## src/hw/rtl/bac_pkg.sv

```systemverilog
`default_nettype none

package bac_pkg;

  // corners of the 2x2 source neighbourhood
  localparam int NUM_CORNERS = 4;
  localparam int CRN_TL = 0;
  localparam int CRN_BL = 1;
  localparam int CRN_TR = 2;
  localparam int CRN_BR = 3;

  // byte lanes of a pixel: blue, green, red, alpha from the low end
  localparam int NUM_CHANNELS = 4;
  localparam int NUM_COLOURS  = 3;
  localparam int CH_ALPHA     = 3;

  localparam logic [16:0] Q16_ONE = 17'h10000;
  localparam logic [8:0]  ALPHA_ONE = 9'd256;

  // blend numerator, s*a2 + a1*d never exceeds 255*a0 < 2^16
  localparam int NUM_W = 16;

  // pipeline stage numbers, counted from the input
  localparam int STG_WGT    = 1;
  localparam int STG_PROD   = 2;
  localparam int STG_SMP    = 3;
  localparam int STG_CMP    = 4;
  localparam int STG_MUL    = 5;
  localparam int STG_SUM    = 6;
  localparam int STG_DIV0   = 7;
  localparam int DIV_STAGES = 8;
  localparam int STG_OUT    = STG_DIV0 + DIV_STAGES;
  localparam int NUM_STAGES = STG_OUT;

  localparam int CFG_IDX_W = 1;

  typedef enum logic [CFG_IDX_W-1:0] {
    CFG_LOW_ALPHA_CUT  = 1'b0,
    CFG_HIGH_ALPHA_CUT = 1'b1
  } bac_cfg_idx_t;

  localparam logic [7:0] LOW_CUT_RST  = 8'd5;
  localparam logic [7:0] HIGH_CUT_RST = 8'd250;

  typedef logic [7:0]                          bac_byte_t;
  typedef logic [16:0]                         bac_weight_t;
  typedef logic [NUM_CHANNELS-1:0][7:0]        bac_pixel_t;
  typedef logic [NUM_CORNERS-1:0][7:0]         bac_quad_byte_t;
  typedef logic [NUM_CORNERS-1:0][16:0]        bac_quad_weight_t;
  typedef logic [NUM_CORNERS-1:0][24:0]        bac_quad_prod_t;
  typedef logic [NUM_STAGES:1]                 bac_stage_t;

  // side data that travels beside the colour lanes
  typedef struct packed {
    bac_pixel_t sample;
    bac_pixel_t dest;
    bac_byte_t  alpha;
    logic       in_image;
    logic       replace;
    logic       zero;
  } bac_side_t;

endpackage

`default_nettype wire

```

## src/hw/rtl/bac_interp_lane.sv

```systemverilog
`default_nettype none

module bac_interp_lane
  import bac_pkg::*;
(
  input  wire logic             clk,
  input  wire logic             en_prod,
  input  wire logic             en_sum,
  input  wire bac_quad_byte_t   pix_i,
  input  wire bac_quad_weight_t wt_i,
  output bac_byte_t             smp_o
);

  bac_quad_prod_t prod_r;
  logic [26:0]    sum;
  bac_byte_t      smp_r;

  always_ff @(posedge clk) begin
    if (en_prod) begin
      for (int c = 0; c < NUM_CORNERS; c++) begin
        prod_r[c] <= {17'd0, pix_i[c]} * {8'd0, wt_i[c]};
      end
    end
  end

  assign sum = {2'd0, prod_r[CRN_TL]} + {2'd0, prod_r[CRN_BL]}
             + {2'd0, prod_r[CRN_TR]} + {2'd0, prod_r[CRN_BR]};

  // drop the q16 fraction, keep one byte
  always_ff @(posedge clk) begin
    if (en_sum) begin
      smp_r <= sum[23:16];
    end
  end

  assign smp_o = smp_r;

endmodule

`default_nettype wire

```

## config.mk

```make
export PLATFORM = sky130hd
export DESIGN_NAME = bac_interp_lane
export DESIGN_NICKNAME = d
export VERILOG_FILES = /design/src/hw/rtl/bac_pkg.sv /design/src/hw/rtl/bac_interp_lane.sv
export SDC_FILE = /design/constraint.sdc
export NUM_CORES = 1
export LEC_CHECK = 0
export ABC_AREA = 1
export BUFFER_PORTS_ARGS = -buffer_cell sky130_fd_sc_hd__buf_2
export CAP_MARGIN = 20
export CELL_PAD_IN_SITES_DETAIL_PLACEMENT = 1
export CELL_PAD_IN_SITES_GLOBAL_PLACEMENT = 1
export CORE_UTILIZATION = 48
export DETAILED_ROUTE_END_ITERATION = 6
export PLACE_DENSITY = 0.8
export SLEW_MARGIN = 20
export SYNTH_ARGS = -nofsm -noshare
export SYNTH_HDL_FRONTEND = slang
export SYNTH_SLANG_ARGS = --single-unit
```

## constraint.sdc

```tcl
create_clock -name clk -period 5.5 [get_ports clk]
set_clock_uncertainty 0.05 [all_clocks]
set_input_delay 0 -clock clk [delete_from_list [all_inputs] [get_ports clk]]
set_output_delay 0 -clock clk [all_outputs]
set_load 0.005 [all_outputs]
```

# Word-level counts from Yosys, hierarchy flattened
# Cells that the tools add are included.
# Widths: inputs -> output; s select.
[totals]
elab_cells = 12
regBits = 104
[op_classes]
addsub = 3
mul = 4
[ops]
columns = ["op", "count"]
rows = [
  ["$mul 8x17->24", 4],
  ["$add 24x24->24", 3],
]

# Depth between registers and ports, before layout
[logic_depth]
word_depth = 3
mapped_depth = 23
depth_no_buf = 21

# Worst setup path before layout
# OpenSTA, ideal clock, no wires.
[synth_timing]
kind = "input port to flip-flop"
from = "in pix_i[26] (netlist name)"
to = "reg prod_r[95] (netlist name) (data pin)"
cell_stages = 19
path_buffers = 2
arrival_time_ns = 3.711
t_required_ns = 5.198
path_slack_ns = 1.486
cell_sequence = "clkbuf_1 > clkbuf_1 > nand2_1 > fa_1 > fa_1 > inv_1 > fa_1 > inv_1 > fa_1 > inv_1 > ha_1 > a21oi_1 > nand2_1 > nand2_1 > nand2_2 > nand2_1 > nand2_1 > nand2_1 > nand2_1"
[synth_between]
elab_chain_len = 1
[synth_rtl]
columns = ["item", "line", "rtl"]
rows = [
  ["start, declared", "bac_interp_lane.sv:9", "input wire bac_quad_byte_t pix_i,"],
  ["$mul 8x17->24", "bac_interp_lane.sv:21", "prod_r[c] <= {17'd0, pix_i[c]} * {8'd0, wt_i[c]};"],
  ["end signal, assigned by index", "bac_interp_lane.sv:21", ""],
  ["end, declared", "bac_interp_lane.sv:14", "bac_quad_prod_t prod_r;"],
]
# Every way passes these cells.
# A chain may end at the register's enable or synchronous reset.

# Worst setup path in the final report
[layout_timing]
from = "in wt_i[51] (netlist name)"
to = "reg prod_r[95] (netlist name) (data pin)"
[layout_between]
elab_chain_len = 1
[layout_rtl]
columns = ["item", "line", "rtl"]
rows = [
  ["start, declared", "bac_interp_lane.sv:10", "input wire bac_quad_weight_t wt_i,"],
  ["$mul 8x17->24", "bac_interp_lane.sv:21", ""],
]
# Every way passes these cells.

==> results.tsv <==
stage	metric	value	unit
critical_path	ff2ff_setup_slack	2.28	ns
clock_tree	clk_pin_slew	0.08	ns
critical_path	max_stage_delay	0.52	ns
logic_synthesis	yosysMostFrequentCell	inv_1	
critical_path	crit_path_start_kind	input pin	
floorplanning	die_x	225.1	microns
placement	hpwlAfterDp	56410	microns
clock_tree	cts_hold_buf	3	
logic_synthesis	synthesis.nets	3895	
critical_path	crit_required	5.57	ns
finish	antennaDiodeCount	0	
critical_path	crit_end	prod_r[95]	
logic_synthesis	synth_area_leader_cell	fa_1	
logic_synthesis	syn_area_per_cell	7.472	sq um
critical_path	crit_start	wt_i[51]	
critical_path	crit_top_cell	nand2_1	
finish	nets	3888	
logic_synthesis	synth.top_cell.area_share	0.3359	
sta	timing.setup.tns	0	ns
critical_path	path_class	input pin to register	
critical_path	rr_endpoint	smp_o[3]	
drt	wl	65380	microns
finish	syn_to_final_growth	5.032	%
sta	tightest_slew	0.8246	ns
sta	relSlewSlack	0.4503	
drt	route.detailed.drc	0	
global_routing	grt_pass1_wl	109400	microns
sta	hold_viol	0	
critical_path	cp_cell_sequence	dlygate4sd3_1 -> buf_2 -> nand2_1 -> fa_1 -> fa_1 -> inv_1 -> fa_1 -> inv_1 -> fa_1 -> inv_1 -> ha_1 -> a21oi_1 -> nand2_1 -> nand2_1 -> nand2_2 -> nand2_1 -> nand2_1 -> nand2_1 -> nand2_1	
global_routing	antenna_found_initial	0	
global_routing	overflow	0	
sta	drv_slew	0	
logic_synthesis	synth-seq-area-share	0.1307	
critical_path	timing.rr.start	prod_r[15]	
global_routing	grt_pass1_vias	21980	
clock_tree	cts_tree	done	
sta	rsz0062_at_grt	false	
sta	timing.final.crit_share	0.7358	
sta	min_period	4.047	ns
logic_synthesis	synth_common_cells	inv_1, nand2_1, fa_1, ha_1, clkbuf_1	
worst_hold_path	hold_path_class	input pin to register	
logic_synthesis	synthTopCellsByArea	fa_1, inv_1, nand2_1	
clock_tree	htree_levels	3	
floorplanning	dieArea	50680	sq um
logic_synthesis	synth_warnings	0	
clock_tree	cts_resized	0	
drt	vias	19550	
finish	fillers	6330	
logic_synthesis	synth_seq_cells	104	
placement	gp_congestion	0.8976	
logic_synthesis	synth-edff-count	104	
logic_synthesis	async_flop_share	0	
global_routing	gr-usage-all-layers	0.2714	
critical_path	arrival	4.12	ns
run_status	status	finished, final reports clean	
finish	drive_gt1_frac	0.04631	
floorplanning	rows	81	
floorplanning	initial_core_util	0.4872	
clock_tree	clock_sinks	104	
clock_tree	root_buffer	clkbuf_16	
drt	wl_per_cell	16.94	microns
critical_path	cp_max_fo	8	
sta	finalSetupViolCount	0	
floorplanning	ios	111	
placement	port_buffers	110	
logic_synthesis	netlist_instances	3198	
clock_tree	post_cts_buffers	0	
drt	drtAntennaViolNets	0	
global_routing	grt_max_degree	63	
drt	dr.pass1.iters	5	
logic_synthesis	ys_types	35	
critical_path	critPathCaptureType	register	
clock_tree	cts_buffer_depth	2	
clock_tree	clkLatencyLatePin	0.37	ns
critical_path	slowest_stage	dlygate4sd3_1	
floorplanning	coreArea	49050	sq um
logic_synthesis	synthFlopType	edfxtp_1	
drt	viasPerCell	5.064	
floorplanning	die_h	225.1	microns
drt	dr.first_iter.drc_count	856	
sta	max_freq	247.1	MHz
logic_synthesis	syn_area	23900	sq um
critical_path	reg2regPathDepth	8	
run	maxCapViolCount	0	
clock_tree	cts_buffers	9	
through the flow:
step / area [sq um] / util / cells / hold slack [ns] / setup slack (ns)
floorplan: 23900 / - / 3198 / 0.06250 / 1.486
global placement: 24780 / 0.5052 / 3841 / 0.2836 / 1.025
detailed placement: 24780 / 0.5052 / 3841 / 0.3024 / 1.101
CTS: 25100 / 0.5117 / 3860 / 0.05128 / 1.438
global route: 25100 / 0.5117 / 3860 / 0.05133 / 1.138
finish: 25100 / 0.5117 / 3860 / 0.05512 / 1.453
worst min-delay path by stage:
stage	depth (start not counted)	startpoint	endpoint	slack, ns
after floorplan	0	en_prod	prod_r[0]	0.06
after global placement	1	en_sum	smp_o[0]	0.28
after detailed placement	1	en_sum	smp_o[6]	0.30
after CTS	3	wt_i[0]	prod_r[0]	0.05
after global routing	3	wt_i[34]	prod_r[50]	0.05
final	3	wt_i[0]	prod_r[0]	0.06
placed cells by master, fill, tap and decap left out, types with 9 or more instances in the layout:
master,netlist,routed
clkbuf_16,0,9
fa_1,401,401
xnor2_1,21,21
edfxtp_1,104,104
nand4_1,33,33
nand3_1,74,74
nor3_1,14,14
a21oi_1,106,106
nor2_1,99,99
inv_1,946,946
o21bai_1,9,9
nand2_1,927,927
xor2_1,41,41
a21o_1,9,9
o21ai_0,44,44
buf_2,8,109
ha_1,193,193
state kept, by name, summed over array words and instances (netlist names):
name and flops:
prod_r 96, smp_o 8
metal layers:
layer	routed length, microns	track usage	vias up
met5	0	0	-
met4	1216	0.05706	0
met3	2443	0.02686	93
met2	34270	0.4968	338
met1	27450	0.3452	9913
li1	-	-	9203
final cells by class:
type | count | area (sq um) | area share
Multi-Input combinational cell | 2015 | 16710 | 0.6659
Inverter | 947 | 3555 | 0.1416
Sequential cell | 104 | 3123 | 0.1244
Tap cell | 664 | 830.8 | 0.03310
Timing Repair Buffer | 114 | 590.6 | 0.02353
Clock buffer | 9 | 225.2 | 0.008973
Clock inverter | 7 | 61.31 | 0.002443
critical path, delay by kind of cell:
family | cells | cell delay [ns]
adder cells (fa/ha/maj) | 5 | 2.27
buffers and inverters | 5 | 0.87
AND/OR/NAND/NOR | 8 | 0.67
AO/OA/AOI/OAI | 1 | 0.31
cells by family (layout without fill, tap and decap cells):
logic type / Yosys count / after routing / synth area share
compound gates: 186 / 186 / 0.04341
xor+xnor: 62 / 62 / 0.02272
fa+ha+maj: 594 / 594 / 0.4370
flops: 104 / 104 / 0.1307
buf+inv: 1079 / 1077 / 0.1699
simple gates: 1173 / 1173 / 0.1963
Power is left out: the tool's default activity adds up to more than one toggle a clock period on the data nets, which glitch-free logic cannot reach.
