`config.mk`:
```
export PLATFORM = sky130hd
export DESIGN_NAME = bac_div_lane
export DESIGN_NICKNAME = d
export VERILOG_FILES = /design/src/hw/rtl/bac_pkg.sv /design/src/hw/rtl/bac_div_lane.sv
export SDC_FILE = /design/constraint.sdc
export NUM_CORES = 1
export LEC_CHECK = 0
export BUFFER_PORTS_ARGS = -buffer_cell sky130_fd_sc_hd__clkbuf_2
export CAP_MARGIN = 10
export CORE_AREA = 5 5 158 160
export CTS_BUF_LIST = sky130_fd_sc_hd__clkbuf_2
export DETAILED_ROUTE_END_ITERATION = 10
export DIE_AREA = 0 0 163 165
export GPL_ROUTABILITY_DRIVEN = 0
export SLEW_MARGIN = 0
export SYNTH_ARGS = -nofsm -noshare
export SYNTH_HDL_FRONTEND = slang
export SYNTH_SLANG_ARGS = --single-unit
```
`constraint.sdc`:
```
create_clock -name clk -period 2.1 [get_ports clk]
set_input_delay 0.42 -clock clk [delete_from_list [all_inputs] [get_ports clk]]
set_output_delay 0.42 -clock clk [all_outputs]
set_load 0.01 [all_outputs]
```
`src/hw/rtl/bac_pkg.sv`:
```
`default_nettype none

package bac_pkg;

  // corners of the 2x2 source neighbourhood
  localparam int NUM_CORNERS = 4;
  localparam int CRN_TL = 0;
  localparam int CRN_BL = 1;
  localparam int CRN_TR = 2;
  localparam int CRN_BR = 3;

  // byte lanes of a pixel: blue, green, red, alpha from the low end
  localparam int NUM_CHANNELS = 4;
  localparam int NUM_COLOURS  = 3;
  localparam int CH_ALPHA     = 3;

  localparam logic [16:0] Q16_ONE = 17'h10000;
  localparam logic [8:0]  ALPHA_ONE = 9'd256;

  // blend numerator, s*a2 + a1*d never exceeds 255*a0 < 2^16
  localparam int NUM_W = 16;

  // pipeline stage numbers, counted from the input
  localparam int STG_WGT    = 1;
  localparam int STG_PROD   = 2;
  localparam int STG_SMP    = 3;
  localparam int STG_CMP    = 4;
  localparam int STG_MUL    = 5;
  localparam int STG_SUM    = 6;
  localparam int STG_DIV0   = 7;
  localparam int DIV_STAGES = 8;
  localparam int STG_OUT    = STG_DIV0 + DIV_STAGES;
  localparam int NUM_STAGES = STG_OUT;

  localparam int CFG_IDX_W = 1;

  typedef enum logic [CFG_IDX_W-1:0] {
    CFG_LOW_ALPHA_CUT  = 1'b0,
    CFG_HIGH_ALPHA_CUT = 1'b1
  } bac_cfg_idx_t;

  localparam logic [7:0] LOW_CUT_RST  = 8'd5;
  localparam logic [7:0] HIGH_CUT_RST = 8'd250;

  typedef logic [7:0]                          bac_byte_t;
  typedef logic [16:0]                         bac_weight_t;
  typedef logic [NUM_CHANNELS-1:0][7:0]        bac_pixel_t;
  typedef logic [NUM_CORNERS-1:0][7:0]         bac_quad_byte_t;
  typedef logic [NUM_CORNERS-1:0][16:0]        bac_quad_weight_t;
  typedef logic [NUM_CORNERS-1:0][24:0]        bac_quad_prod_t;
  typedef logic [NUM_STAGES:1]                 bac_stage_t;

  // side data that travels beside the colour lanes
  typedef struct packed {
    bac_pixel_t sample;
    bac_pixel_t dest;
    bac_byte_t  alpha;
    logic       in_image;
    logic       replace;
    logic       zero;
  } bac_side_t;

endpackage

`default_nettype wire

```
`src/hw/rtl/bac_div_lane.sv`:
```
`default_nettype none

module bac_div_lane
  import bac_pkg::*;
(
  input  wire logic                  clk,
  input  wire logic [DIV_STAGES-1:0] en,
  input  wire logic [NUM_W-1:0]      num_i,
  input  wire bac_byte_t             den_i,
  output bac_byte_t                  quo_o
);

  // restoring division, one quotient bit per stage, msb first
  bac_byte_t rem_r [DIV_STAGES-1];
  bac_byte_t low_r [DIV_STAGES-1];
  bac_byte_t den_r [DIV_STAGES-1];
  bac_byte_t quo_r [DIV_STAGES];

  for (genvar k = 0; k < DIV_STAGES; k++) begin : g_step
    bac_byte_t  rem_in;
    bac_byte_t  low_in;
    bac_byte_t  den_in;
    bac_byte_t  quo_in;
    logic [8:0] trial;
    logic [8:0] diff;
    logic       take;

    if (k == 0) begin : g_first
      // the quotient fits a byte, so the upper half starts below the divisor
      assign rem_in = num_i[NUM_W-1:8];
      assign low_in = num_i[7:0];
      assign den_in = den_i;
      assign quo_in = '0;
    end else begin : g_next
      assign rem_in = rem_r[k-1];
      assign low_in = low_r[k-1];
      assign den_in = den_r[k-1];
      assign quo_in = quo_r[k-1];
    end

    assign trial = {rem_in, low_in[7]};
    assign diff  = trial - {1'b0, den_in};
    assign take  = (trial >= {1'b0, den_in});

    always_ff @(posedge clk) begin
      if (en[k]) begin
        quo_r[k] <= {quo_in[6:0], take};
      end
    end

    if (k < DIV_STAGES - 1) begin : g_carry
      always_ff @(posedge clk) begin
        if (en[k]) begin
          rem_r[k] <= take ? diff[7:0] : trial[7:0];
          low_r[k] <= {low_in[6:0], 1'b0};
          den_r[k] <= den_in;
        end
      end
    end
  end

  assign quo_o = quo_r[DIV_STAGES-1];

endmodule

`default_nettype wire

```
# After elaboration in Yosys (flattened, before gate mapping)
# Memory sizes are Yosys's and may differ from the RTL's.
# Index checks and enable logic that the tools add are counted.
[totals] in_bits=33 reg_bits=0 n_memories=4 out_inout_bits=8 elab_cells=42 ram_bits=225
[op_classes] muxes=23 magnitude_cmp=8 addsub=7
[memory_table] name="quo_r" depth=8 width=8 rd=8 rd_clocked_by_memory_dff=0 wr=8 line="bac_div_lane.sv:17" source="bac_byte_t quo_r [DIV_STAGES];"
[memory_table] name="den_r" depth=7 width=8 rd=7 rd_clocked_by_memory_dff=0 wr=7 line="bac_div_lane.sv:16" source="bac_byte_t den_r [DIV_STAGES-1];"
[memory_table] name="rem_r" depth=7 width=8 rd=7 rd_clocked_by_memory_dff=0 wr=7 line="bac_div_lane.sv:14" source="bac_byte_t rem_r [DIV_STAGES-1];"
[memory_table] name="low_r" depth=7 width=7 rd=7 rd_clocked_by_memory_dff=0 wr=7 line="bac_div_lane.sv:15" source="bac_byte_t low_r [DIV_STAGES-1];"
[op_table] operator="$ge 9x8->1" count=8
[op_table] operator="$mux 8" count=7
[op_table] operator="$sub 8x8->8" count=7
[op_table] operator="$mux 1" count=16

# Logic depth before layout (Yosys ltp)
# An unclocked memory read counts as a cell.
[logic_depth] word_depth=3 depth_mapped=8 mapped_depth_nobuf=8

# Least setup slack after synthesis
# Ideal clock, no wire load.
[synth_path] kind="in2reg" startpoint="input den_i[6]" endpoint="memory rem_r[0][2] in the netlist's numbering, data pin" arrival_ps=1962 path_buffers=1 slack_ps=-123 required_time_ps=1840 setup_time_ps=260 stages=7 cell_sequence="inv_1 -> ha_1 -> a21o_1 -> a2111oi_2 -> o31a_1 -> buf_6 -> mux2_4"
[synth_rtl] item="start, declared" line="bac_div_lane.sv:9" source="input wire bac_byte_t den_i,"
[synth_rtl] item="end, declared" line="bac_div_lane.sv:14"

==> summary.md <==
| Metric | Value |
|---|---|
| GRT Overall Usage | 0.1322 |
| Skew-Pair Late Insertion Delay | 0.76 ns |
| Reg-to-reg critical path endpoint | rem_r[4][6] |
| Setup slack after layout | -0.04685 ns |
| Max Clk Rate | 465.8 MHz |
| Critical path type | flip-flop to flip-flop |
| Pin count of the biggest net entering global routing | 25 |
| I/O Buffers | 40 |
| Antenna viol nets, final | 0 |
| Final Max Slew Viols | 0 |
| WP data required | 2.74 ns |
| Vias in the first global route | 6,335 |
| XOR/XNOR Fraction of Synth Area | 0.01339 |
| Synth Area in Simple Gates | 0.06861 |
| Synth cell types | 47 |
| Combinational family with the most area after synthesis | compound AO/OA/AOI/OAI gates |
| Initial antenna violation count | 1 |
| P&R area growth vs syn | 29.56% |
| Slew HR | 0.5673 |
| RSZ-0062 raised after global routing | true |
| Global-route wire length before repair | 28,680 um |
| Synth warnings | 0 |
| Hold Path Class | input port to flip-flop |
| CTS root buffer | clkbuf_2 |
| DRT iter0 DRCs | 248 |
| GRT Residual Overflow | 0 |
| Drt total wl | 17,440 um |
| Post-layout min period | 2.147 ns |
| Synth Area in Compound Gates | 0.1197 |
| Fraction of registers with async set/reset | 0 |
| Die Wd | 163 um |
| Area after DPL | 0.01062 sq mm |
| Die area | 0.02690 sq mm |
| Critical Path Start Type | flip-flop |
| Setup slack, reg-to-reg | -0.05 ns |
| H-tree depth | 4 |
| TritonCTS clock tree | yes |
| Post-synth EDFFs | 176 |
| Dpl hpwl | 13,040 um |
| Mux contribution to synthesized area | 0.07872 |
| Clock skew | 0.03399 ns |
| Sequential fraction of the synthesis area | 0.5773 |
| Layout cells sized above 1 | 0.3820 |
| Nets | 1,002 |
| Final hold vios | 0 |
| P_leak | 4.906 nW |
| Post-synth top area cell | edfxtp_1 |
| Mean Syn Cell Area | 13.66 sq um |
| PwrDens | 1037 mW/mm^2 |
| CP max FO | 3 |
| Largest cells by area after synthesis | edfxtp_1 58%, ha_1 8.7%, mux2_4 4.6% |
| Synth cell count leaders | 176 x edfxtp_1, 84 x inv_1, 64 x ha_1 |
| Ports | 41 |
| Most common cell in the netlist | edfxtp_1 |
| Status | complete, but fails checks |
| Reg2reg path depth | 8 |
| Final setup fails | 7 |
| R2r startpoint | low_r[3][6] |
| Ys flop type | edfxtp_1 |
| Sink Count | 176 |
| Max_cap viols | 0 |
| Hold Crit Endpoint | rem_r[0][6] |
| Routed WL per cell | 14.17 um |
| Initial Utilization | 0.3936 |
| CP arrival | 2.78 ns |
| Failing checks | negative setup slack |
| Mapped cell area | 0.009155 sq mm |
| Die Ht | 165 um |
| Std cell rows | 56 |
| Cell count after synthesis | 670 |
| Final period util | 1.022 |
| Vias | 6,025 |
| Hold Crit Start | num_i[13] |
| Post-route cell area | 0.01186 sq mm |
| Total iterations of the first detailed-routing run | 4 |
| Synthesized net count | 774 |
| Adder-cell area share of the yosys netlist | 0.1028 |
| Core Box Area | 0.02326 sq mm |
| Cts bufs inserted | 17 |
| Worst setup EP type | flip-flop |
| Clock transition at the registers of the reported paths | 0.27 ns |
| Hold Path Depth | 3 |
| Vias/cell | 4.894 |
| Yosys top cell area share | 0.5773 |
| Clock Path Buffers | 2 |
| Slew @ Worst Pin | 0.6491 ns |
| Max VDD drop | 0.3593 mV |
| Pre-CTS WS | -0.1905 ns |
| Seq cells post-synth | 176 |
| DRC | 0 |
## how the worst max path moves through the flow
stage | slack (ns) | cells past startpoint | from | endpoint
4_1_cts | -0.05 | 8 | den_r[0][4] | rem_r[1][5]
3_3_place_gp | -0.14 | 9 | den_i[4] | rem_r[0][4]
5_1_grt | -0.12 | 7 | den_r[3][3] | rem_r[4][6]
2_1_floorplan | 0.004 | 7 | rem_r[0][4] | rem_r[1][2]
6_report | -0.05 | 8 | low_r[3][6] | rem_r[4][6]
3_5_place_dp | -0.19 | 9 | den_i[4] | rem_r[0][2]
## per-layer routing
layer	GRT usage	up-vias	wire length, um
li1	-	2980	-
met1	0.1344	2894	6461
met2	0.2608	116	9994
met3	0.03169	35	525
met4	0.04727	0	458
met5	0	-	0
## per-stage QoR
stage | utilization | setup TNS [ns] | power, mW | hold slack [ns] | std cells
5_1_grt | 0.5099 | -2.248 | 13.06 | 0.0008177 | 1231
4_1_cts | 0.4948 | -0.4724 | 11.96 | 0.02085 | 1207
6_report | 0.5099 | -0.1473 | 12.30 | 0.1050 | 1231
3_5_place_dp | 0.4564 | -2.858 | 9.766 | 0.4045 | 1129
3_3_place_gp | 0.4564 | -1.786 | 9.550 | 0.4013 | 1129
2_1_floorplan | - | 0 | 8.290 | 0.4003 | 670
## layout by cell type (no fill, tap or decap), types with 10 or more instances in the layout
master	count
nor2b_1	10
clkbuf_2	57
nand2_1	10
mux2i_1	19
xnor2_1	12
o21ai_0	22
nand3_1	19
nor2_1	28
o21a_1	16
ha_1	39
dlygate4sd3_1	22
buf_4	143
edfxtp_1	176
ha_4	22
a21oi_1	23
o31a_1	16
inv_1	73
a21o_1	17
inv_2	11
mux2_4	35
## flip-flops by register name, indices dropped and copies added, names as in the netlist
| name | cells |
|---|---|
| den_r | 56 |
| quo_r | 36 |
| low_r | 28 |
| rem_r | 56 |
## logic make-up (layout without fill, tap and decap cells)
| group | after synthesis | in the layout |
|---|---|---|
| DFF | 176 | 176 |
| AOI/OAI and AO/OA | 145 | 145 |
| and+or+nand+nor | 117 | 117 |
| buffers and inverters | 90 | 331 |
| adders and majority gates | 71 | 71 |
| muxes | 57 | 57 |
| xor gates and xnor gates | 14 | 14 |
| other | 0 | 1 |
## power by group
part / internal, mW / switching (mW)
logic: 3.08 / 2.44
clock network: 0.406 / 1.35
registers: 4.72 / 0.321
total: 8.20 / 4.10
## repair_timing
action	CTS	global route
pin swaps	27	25
resized for setup	47	42
setup buffers	26	21
setup endpoints to repair	38	42
hold buffers	20	2
hold endpoints to repair	27	2
## layout make-up
type	instances	area, sq um
antenna	1	2.502
clock buffer	17	85.08
clock inverter	15	177.7
fill	1994	11400
inverter	84	315.3
multi-input combinational	404	3981
sequential	176	5285
tap	319	399.1
timing repair buffer	215	1615
## critical path, stage by stage, from the launching register on
cell and delay (ns):
edfxtp_1 0.45, inv_2 0.08, ha_2 0.19, fa_2 0.22
nor2b_1 0.06, o31a_1 0.31, or4_1 0.42, o311ai_1 0.11
mux2_4 0.19
No activity file was read; power rests on OpenSTA's default activity.
