[config.mk]
export PLATFORM = sky130hd
export DESIGN_NAME = bac_blend_lane
export DESIGN_NICKNAME = d
export VERILOG_FILES = /design/src/hw/rtl/bac_pkg.sv /design/src/hw/rtl/bac_blend_lane.sv
export SDC_FILE = /design/constraint.sdc
export NUM_CORES = 1
export LEC_CHECK = 0
export BUFFER_PORTS_ARGS = -buffer_cell sky130_fd_sc_hd__clkbuf_2
export CELL_PAD_IN_SITES_DETAIL_PLACEMENT = 0
export CELL_PAD_IN_SITES_GLOBAL_PLACEMENT = 1
export CORE_MARGIN = 2
export CORE_UTILIZATION = 49
export DETAILED_ROUTE_END_ITERATION = 7
export GPL_ROUTABILITY_DRIVEN = 0
export PLACE_DENSITY_LB_ADDON = 0.1
export SYNTH_ARGS = -nofsm -noshare
export SYNTH_HDL_FRONTEND = slang
export SYNTH_SLANG_ARGS = --single-unit
[constraint.sdc]
create_clock -name clk -period 6.3 [get_ports clk]
set_clock_uncertainty 0.2 [all_clocks]
set_input_delay 0.945 -clock clk [delete_from_list [all_inputs] [get_ports clk]]
set_output_delay 0.945 -clock clk [all_outputs]
set_load 0.03 [all_outputs]
[src/hw/rtl/bac_pkg.sv]
`default_nettype none

package bac_pkg;

  // corners of the 2x2 source neighbourhood
  localparam int NUM_CORNERS = 4;
  localparam int CRN_TL = 0;
  localparam int CRN_BL = 1;
  localparam int CRN_TR = 2;
  localparam int CRN_BR = 3;

  // byte lanes of a pixel: blue, green, red, alpha from the low end
  localparam int NUM_CHANNELS = 4;
  localparam int NUM_COLOURS  = 3;
  localparam int CH_ALPHA     = 3;

  localparam logic [16:0] Q16_ONE = 17'h10000;
  localparam logic [8:0]  ALPHA_ONE = 9'd256;

  // blend numerator, s*a2 + a1*d never exceeds 255*a0 < 2^16
  localparam int NUM_W = 16;

  // pipeline stage numbers, counted from the input
  localparam int STG_WGT    = 1;
  localparam int STG_PROD   = 2;
  localparam int STG_SMP    = 3;
  localparam int STG_CMP    = 4;
  localparam int STG_MUL    = 5;
  localparam int STG_SUM    = 6;
  localparam int STG_DIV0   = 7;
  localparam int DIV_STAGES = 8;
  localparam int STG_OUT    = STG_DIV0 + DIV_STAGES;
  localparam int NUM_STAGES = STG_OUT;

  localparam int CFG_IDX_W = 1;

  typedef enum logic [CFG_IDX_W-1:0] {
    CFG_LOW_ALPHA_CUT  = 1'b0,
    CFG_HIGH_ALPHA_CUT = 1'b1
  } bac_cfg_idx_t;

  localparam logic [7:0] LOW_CUT_RST  = 8'd5;
  localparam logic [7:0] HIGH_CUT_RST = 8'd250;

  typedef logic [7:0]                          bac_byte_t;
  typedef logic [16:0]                         bac_weight_t;
  typedef logic [NUM_CHANNELS-1:0][7:0]        bac_pixel_t;
  typedef logic [NUM_CORNERS-1:0][7:0]         bac_quad_byte_t;
  typedef logic [NUM_CORNERS-1:0][16:0]        bac_quad_weight_t;
  typedef logic [NUM_CORNERS-1:0][24:0]        bac_quad_prod_t;
  typedef logic [NUM_STAGES:1]                 bac_stage_t;

  // side data that travels beside the colour lanes
  typedef struct packed {
    bac_pixel_t sample;
    bac_pixel_t dest;
    bac_byte_t  alpha;
    logic       in_image;
    logic       replace;
    logic       zero;
  } bac_side_t;

endpackage

`default_nettype wire

[src/hw/rtl/bac_blend_lane.sv]
`default_nettype none

module bac_blend_lane
  import bac_pkg::*;
(
  input  wire logic             clk,
  input  wire logic             en_mul,
  input  wire logic             en_sum,
  input  wire bac_byte_t        smp_i,
  input  wire bac_byte_t        dst_i,
  input  wire bac_byte_t        a2_i,
  input  wire bac_byte_t        a1_i,
  output logic [NUM_W-1:0]      num_o
);

  logic [15:0]      prod_s_r;
  logic [15:0]      prod_d_r;
  logic [16:0]      sum;
  logic [NUM_W-1:0] num_r;

  always_ff @(posedge clk) begin
    if (en_mul) begin
      prod_s_r <= {8'd0, smp_i} * {8'd0, a2_i};
      prod_d_r <= {8'd0, a1_i} * {8'd0, dst_i};
    end
  end

  // weighted sum is bounded by 255*a0, so the carry is always clear
  assign sum = {1'b0, prod_s_r} + {1'b0, prod_d_r};

  always_ff @(posedge clk) begin
    if (en_sum) begin
      num_r <= sum[NUM_W-1:0];
    end
  end

  assign num_o = num_r;

endmodule

`default_nettype wire

After elaboration in Yosys (flattened, before gate mapping)
Cells that the tools add are included.
{"block": "totals", "ram_bits": 0, "reg_bits": 48, "inputBits": 35, "memories": 0, "romBits": 0, "wordCells": 6, "out_inout_bits": 16, "latchBits": 0}
{"block": "classes", "n_mux": 0, "n_lt_le_gt_ge": 0, "div_mod_pow": 0, "n_bitwise": 0, "reduce_logical": 0, "n_eq_ne": 0, "multipliers": 2, "shifts": 0, "n_addsub": 1}
{"cell": "$mul A8 B8 Y16", "n": 2}
{"cell": "$add A16 B16 Y16", "n": 1}

Longest topological paths before layout
{"block": "logic_depth", "depth_word": 1, "depth_mapped": 15}

Worst setup path before layout
OpenSTA, ideal clock, no wires.
{"block": "synth_path", "path_kind": "in2reg", "startpoint": "input a2_i[2]", "endpoint": "register prod_s_r[13], data pin", "setup_slack_ns": 1.552, "setup_time_ns": 0.135, "t_arrival_ns": 4.413, "path_stages": 13, "t_required_ns": 5.965, "path_cell_list": "and2_1 > fa_1 > fa_1 > fa_1 > inv_1 > fa_1 > inv_1 > ha_1 > or2_2 > a21oi_1 > a31oi_1 > or4_1 > nand3_1"}
{"block": "synth_via", "elab_chain_len": 1}
{"element": "from (decl)", "line": "bac_blend_lane.sv:11", "rtl": "input wire bac_byte_t a2_i,"}
{"element": "$mul A8 B8 Y16", "line": "bac_blend_lane.sv:23", "rtl": "prod_s_r <= {8'd0, smp_i} * {8'd0, a2_i};"}
{"element": "to (signal assigned)", "line": "bac_blend_lane.sv:23"}
{"element": "to (decl)", "line": "bac_blend_lane.sv:16", "rtl": "logic [15:0] prod_s_r;"}
Every way passes these cells.
A chain may end at the register's enable or synchronous reset.

Worst setup path after layout
Same ends and word-level chain as after synthesis.

==> summary.md <==
| Metric | Value |
|---|---|
| Sequential group share of total power | `around 22%` |
| Placement Setup Slack | `around 1.2 ns` |
| Critical-path maximum fanout | `8` |
| Number of cells on the worst reg-to-reg path | `8` |
| Clock insertion delay at the later pin of the skew report | `approximately 0.28 ns` |
| Category of the worst setup path capture point | `flop` |
| Total chip power | `approximately 2.9 mW` |
| Post-synthesis sequential area ratio | `a little over a fifth` |
| WP data arrival | `4.74 ns` |
| Number of buffers added to fix hold violations after cts | `0` |
| Diode insertion count for antenna repair | `0` |
| Number of input and output port buffers inserted | `50` |
| Reg2reg setup slack | `3.79 ns` |
| Max-Slew Margin vs Limit | `46.4%` |
| Leftover overflow at the end of global routing | `0` |
| Total Routed Length | `roughly 13 mm` |
| Synthesized area per cell | `9.85 um2` |
| Netlist area before placement | `roughly 6600 um2` |
| Synthesis Warnings | `0` |
| Leakage Power | `between 3 and 4 nW` |
| Crit Path Class | `in -> reg` |
| Final #Nets | `between 900 and 1000` |
| Max Freq | `approximately 210 MHz` |
| Final Critical Period | `between 4 and 5 ns` |
| Number of remaining DRC errors | `0` |
| Area of placed instances | `7050 um2` |
| Worst VDD drop | `roughly 0.00016 V` |
| Routed wire length per instance | `14.2 um` |
| Die W | `between 100 and 150 um` |
| Library cell appearing most often on the critical path | `sky130_fd_sc_hd__fa_1` |
| First-pass GRT wire length | `around 23 mm` |
| Cell with the largest stage delay on the worst path | `sky130_fd_sc_hd__fa_1` |
| CTS clk-pin slew, worst paths | `about 0.060 ns` |
| Type of the tightest min-delay check | `reg -> reg` |
| Total via count in the routed design | `approximately 4700` |
| Clock sinks | `48` |
| Synthesized netlist net count | `slightly below 900` |
| Clock tree from TritonCTS | `yes` |
| Leading cell types by total area after synthesis | `sky130_fd_sc_hd__fa_1 (22%), sky130_fd_sc_hd__edfxtp_1 (22%), sky130_fd_sc_hd__ha_1 (16%)` |
| Cells on Worst Hold Path | `1` |
| Number of flops mapped to enable cells by yosys | `48` |
| Kind of cell adding the most delay to the critical path | `adder cells` |
| Kind of launch point of the worst setup path | `input port` |
| Final TNS setup | `0 ns` |
| Share of the clock period used by the worst path | `roughly three quarters` |
| Ports | `51` |
| Net Switching | `approximately 1.3 mW` |
| Pins Over Slew Limit | `0` |
| Effective utilization at floorplan | `50.2%` |
| Max-cap violations | `0` |
| Number of setup buffers added after CTS | `0` |
| Ratio of cells with drive above 1 in the final layout | `roughly a tenth` |
| Slowest stage delay, CP | `around 0.50 ns` |
| Maximum number of pins on one net before global-route repair | `33` |
| Number of H-tree levels | `2` |
| Via density per instance | `between 5 and 6` |
| Fill count | `between 1000 and 1500` |
| Number of placed instances, taps included | `890` |
| P_int | `around 1.6 mW` |
| Part of the power in combinational logic | `approximately 68%` |
| Final standard cell area without fillers | `~7200 um2` |
| Switch share | `between 40% and 50%` |
| Number of buffers created by CTS | `5` |
| Result of the run | `complete, no violations` |
| Share of synthesized registers carrying an async set or reset | `0%` |
| Synth area leader | `sky130_fd_sc_hd__fa_1` |
| Via count of the first global-routing pass | `around 4800` |
| Number of cells upsized or downsized after cts | `0` |
| Terminating pin of the worst hold path | `num_o[0]` |
| R2R Path Start | `prod_s_r[0]` |
| Critical path required time | `between 6 and 7 ns` |
| P&R area growth vs syn | `8.96%` |
| 1st-pass router iterations | `4` |
| Post-synthesis cell count | `roughly 670` |
| Power Dens Cells | `approximately 400 nW/um2` |
| Worst reg2reg path endpoint | `num_o[12]` |
| 1st-iter DRT viols | `~310` |
| Portion of synthesized cell area occupied by the leading cell type | `between 20% and 30%` |
| Launch instance of the worst min-delay path | `prod_d_r[0]` |
| Commonest register cell after synthesis | `sky130_fd_sc_hd__edfxtp_1` |
| Critical-path cell list | `clkbuf_2, and2_1, fa_1, fa_1, fa_1, inv_1, fa_1, inv_1, ha_1, or2_2, a21oi_1, a31oi_1, or4_1, nand3_1` |
| Least setup slack across all paths after layout | `approximately 1.5 ns` |
| Final instance count without filler cells | `around 900` |
| GRT Resource Usage Total | `approximately a fifth` |
| Library cells used by synthesis | `between 50 and 60` |
| Number of nets with antenna violations after detailed routing | `0` |
| Hold Vio Cnt, Final | `0` |
| Post-synthesis register bit count | `between 40 and 50` |
| Part of the power in the clock network | `between 10% and 20%` |
| Unrepaired setup endpoints after global routing | `no` |
| Number of buffers on the longest clock path | `2` |
| Number of antenna violations at the first check in global routing | `0` |
| Tightest Pin Transition | `between 0.8 and 0.9 ns` |
| Y dimension of the die | `between 100 and 150 um` |
| Cell chosen for the clock root | `sky130_fd_sc_hd__clkbuf_16` |
| Placeable core region | `~13000 um2` |
| Full die area | `between 10000 and 15000 um2` |
| Number of rows created at floorplan | `between 40 and 50` |
| Setup-violating endpoint count in the final report | `0` |
| Dpl hpwl | `10.7 mm` |
| Worst Path Buf+Inv | `3` |
registers in the layout (all words and copies together) (netlist names):
name      flops
num_o        16
prod_d_r     16
prod_s_r     16
stage by stage:
step	hold slack [ns]	utilization, %
after global routing	0.357	54.7
after floorplan	0.313	-
after global placement	0.323	53.4
final	0.339	54.7
after detailed placement	0.325	53.4
after CTS	0.346	54.7
cell usage after synthesis (all sizes together), types with 4 or more instances:
master     n
xor2       8
o22ai      4
a211oi     8
nor2b      7
nand3     10
o21a       7
nand4      6
or2        4
ha        87
o21ai     16
fa        73
and2     108
clkbuf     4
nand2     37
nand2b     4
nor3      12
a21oi     20
a21o       9
nor2      21
xnor2     20
edfxtp    48
buf        4
o2111ai    5
a31oi      4
o311ai     5
inv      109
cell families after synthesis:
kind of cell    share of synthesized area (%)
flops                                    21.8
buf+inv                                  6.81
mux                                     0.151
compound gates                           10.3
simple gates                             18.7
xor+xnor                                 3.71
fa+ha+maj                                38.5
layout by cell type, fill, tap and decap left out, types with 3 or more instances in the layout:
cell type	n
sky130_fd_sc_hd__nor2b_1	7
sky130_fd_sc_hd__o22ai_1	4
sky130_fd_sc_hd__nand2_1	37
sky130_fd_sc_hd__clkbuf_16	5
sky130_fd_sc_hd__ha_1	87
sky130_fd_sc_hd__nand3_1	10
sky130_fd_sc_hd__a211o_1	3
sky130_fd_sc_hd__nor2_1	21
sky130_fd_sc_hd__a211oi_1	6
sky130_fd_sc_hd__nand2b_1	4
sky130_fd_sc_hd__nand4_1	6
sky130_fd_sc_hd__o21ai_0	14
sky130_fd_sc_hd__o311ai_1	3
sky130_fd_sc_hd__xnor2_1	20
sky130_fd_sc_hd__and3_1	3
sky130_fd_sc_hd__o21a_1	7
sky130_fd_sc_hd__edfxtp_1	48
sky130_fd_sc_hd__fa_1	73
sky130_fd_sc_hd__xor2_1	8
sky130_fd_sc_hd__a21oi_1	20
sky130_fd_sc_hd__nor3_1	12
sky130_fd_sc_hd__inv_1	109
sky130_fd_sc_hd__and2_1	108
sky130_fd_sc_hd__o2111ai_1	3
sky130_fd_sc_hd__clkbuf_2	50
sky130_fd_sc_hd__or2_2	3
sky130_fd_sc_hd__a31oi_1	4
sky130_fd_sc_hd__a21o_1	9
power groups by stage:
stage               Combinational (mW)  Clock (mW)  Sequential, mW
floorplan                         1.45           0           0.719
global placement                  1.92           0           0.635
detailed placement                1.94           0           0.637
CTS                               1.95       0.301           0.631
global route                      2.22       0.316           0.639
finish                            1.95       0.296           0.628
per-layer routing:
metal / track usage [%] / up-vias / share of wire (%)
met5: 0 / - / 0
met4: 5.59 / 0 / 2.5
met3: 1.70 / 17 / 2.9
met2: 30.1 / 82 / 44
met1: 28.4 / 2251 / 50
li1: - / 2356 / -
worst max-delay path by stage:
stage                  start      endpoint  slack, ns  depth (start not counted)
floorplan            a2_i[2]  prod_s_r[13]       1.55                         13
global placement    smp_i[5]  prod_s_r[12]       1.27                         14
detailed placement   a2_i[2]  prod_s_r[13]       1.23                         14
CTS                  a2_i[2]  prod_s_r[13]       1.51                         14
global route         a1_i[3]  prod_d_r[12]       1.27                         14
finish               a2_i[2]  prod_s_r[13]       1.51                         14
final cells by class:
cell class / count / area, um2 / share of cell area, %
flip-flops and latches: 48 / 1440 / 20.0
multi-input cells: 507 / 4720 / 65.5
inverters: 109 / 409 / 5.68
clock buffers: 6 / 129 / 1.79
clock inverters: 2 / 35.0 / 0.486
well taps: 176 / 220 / 3.05
repair buffers: 50 / 250 / 3.47
No activity file was read; power rests on OpenSTA's default activity.
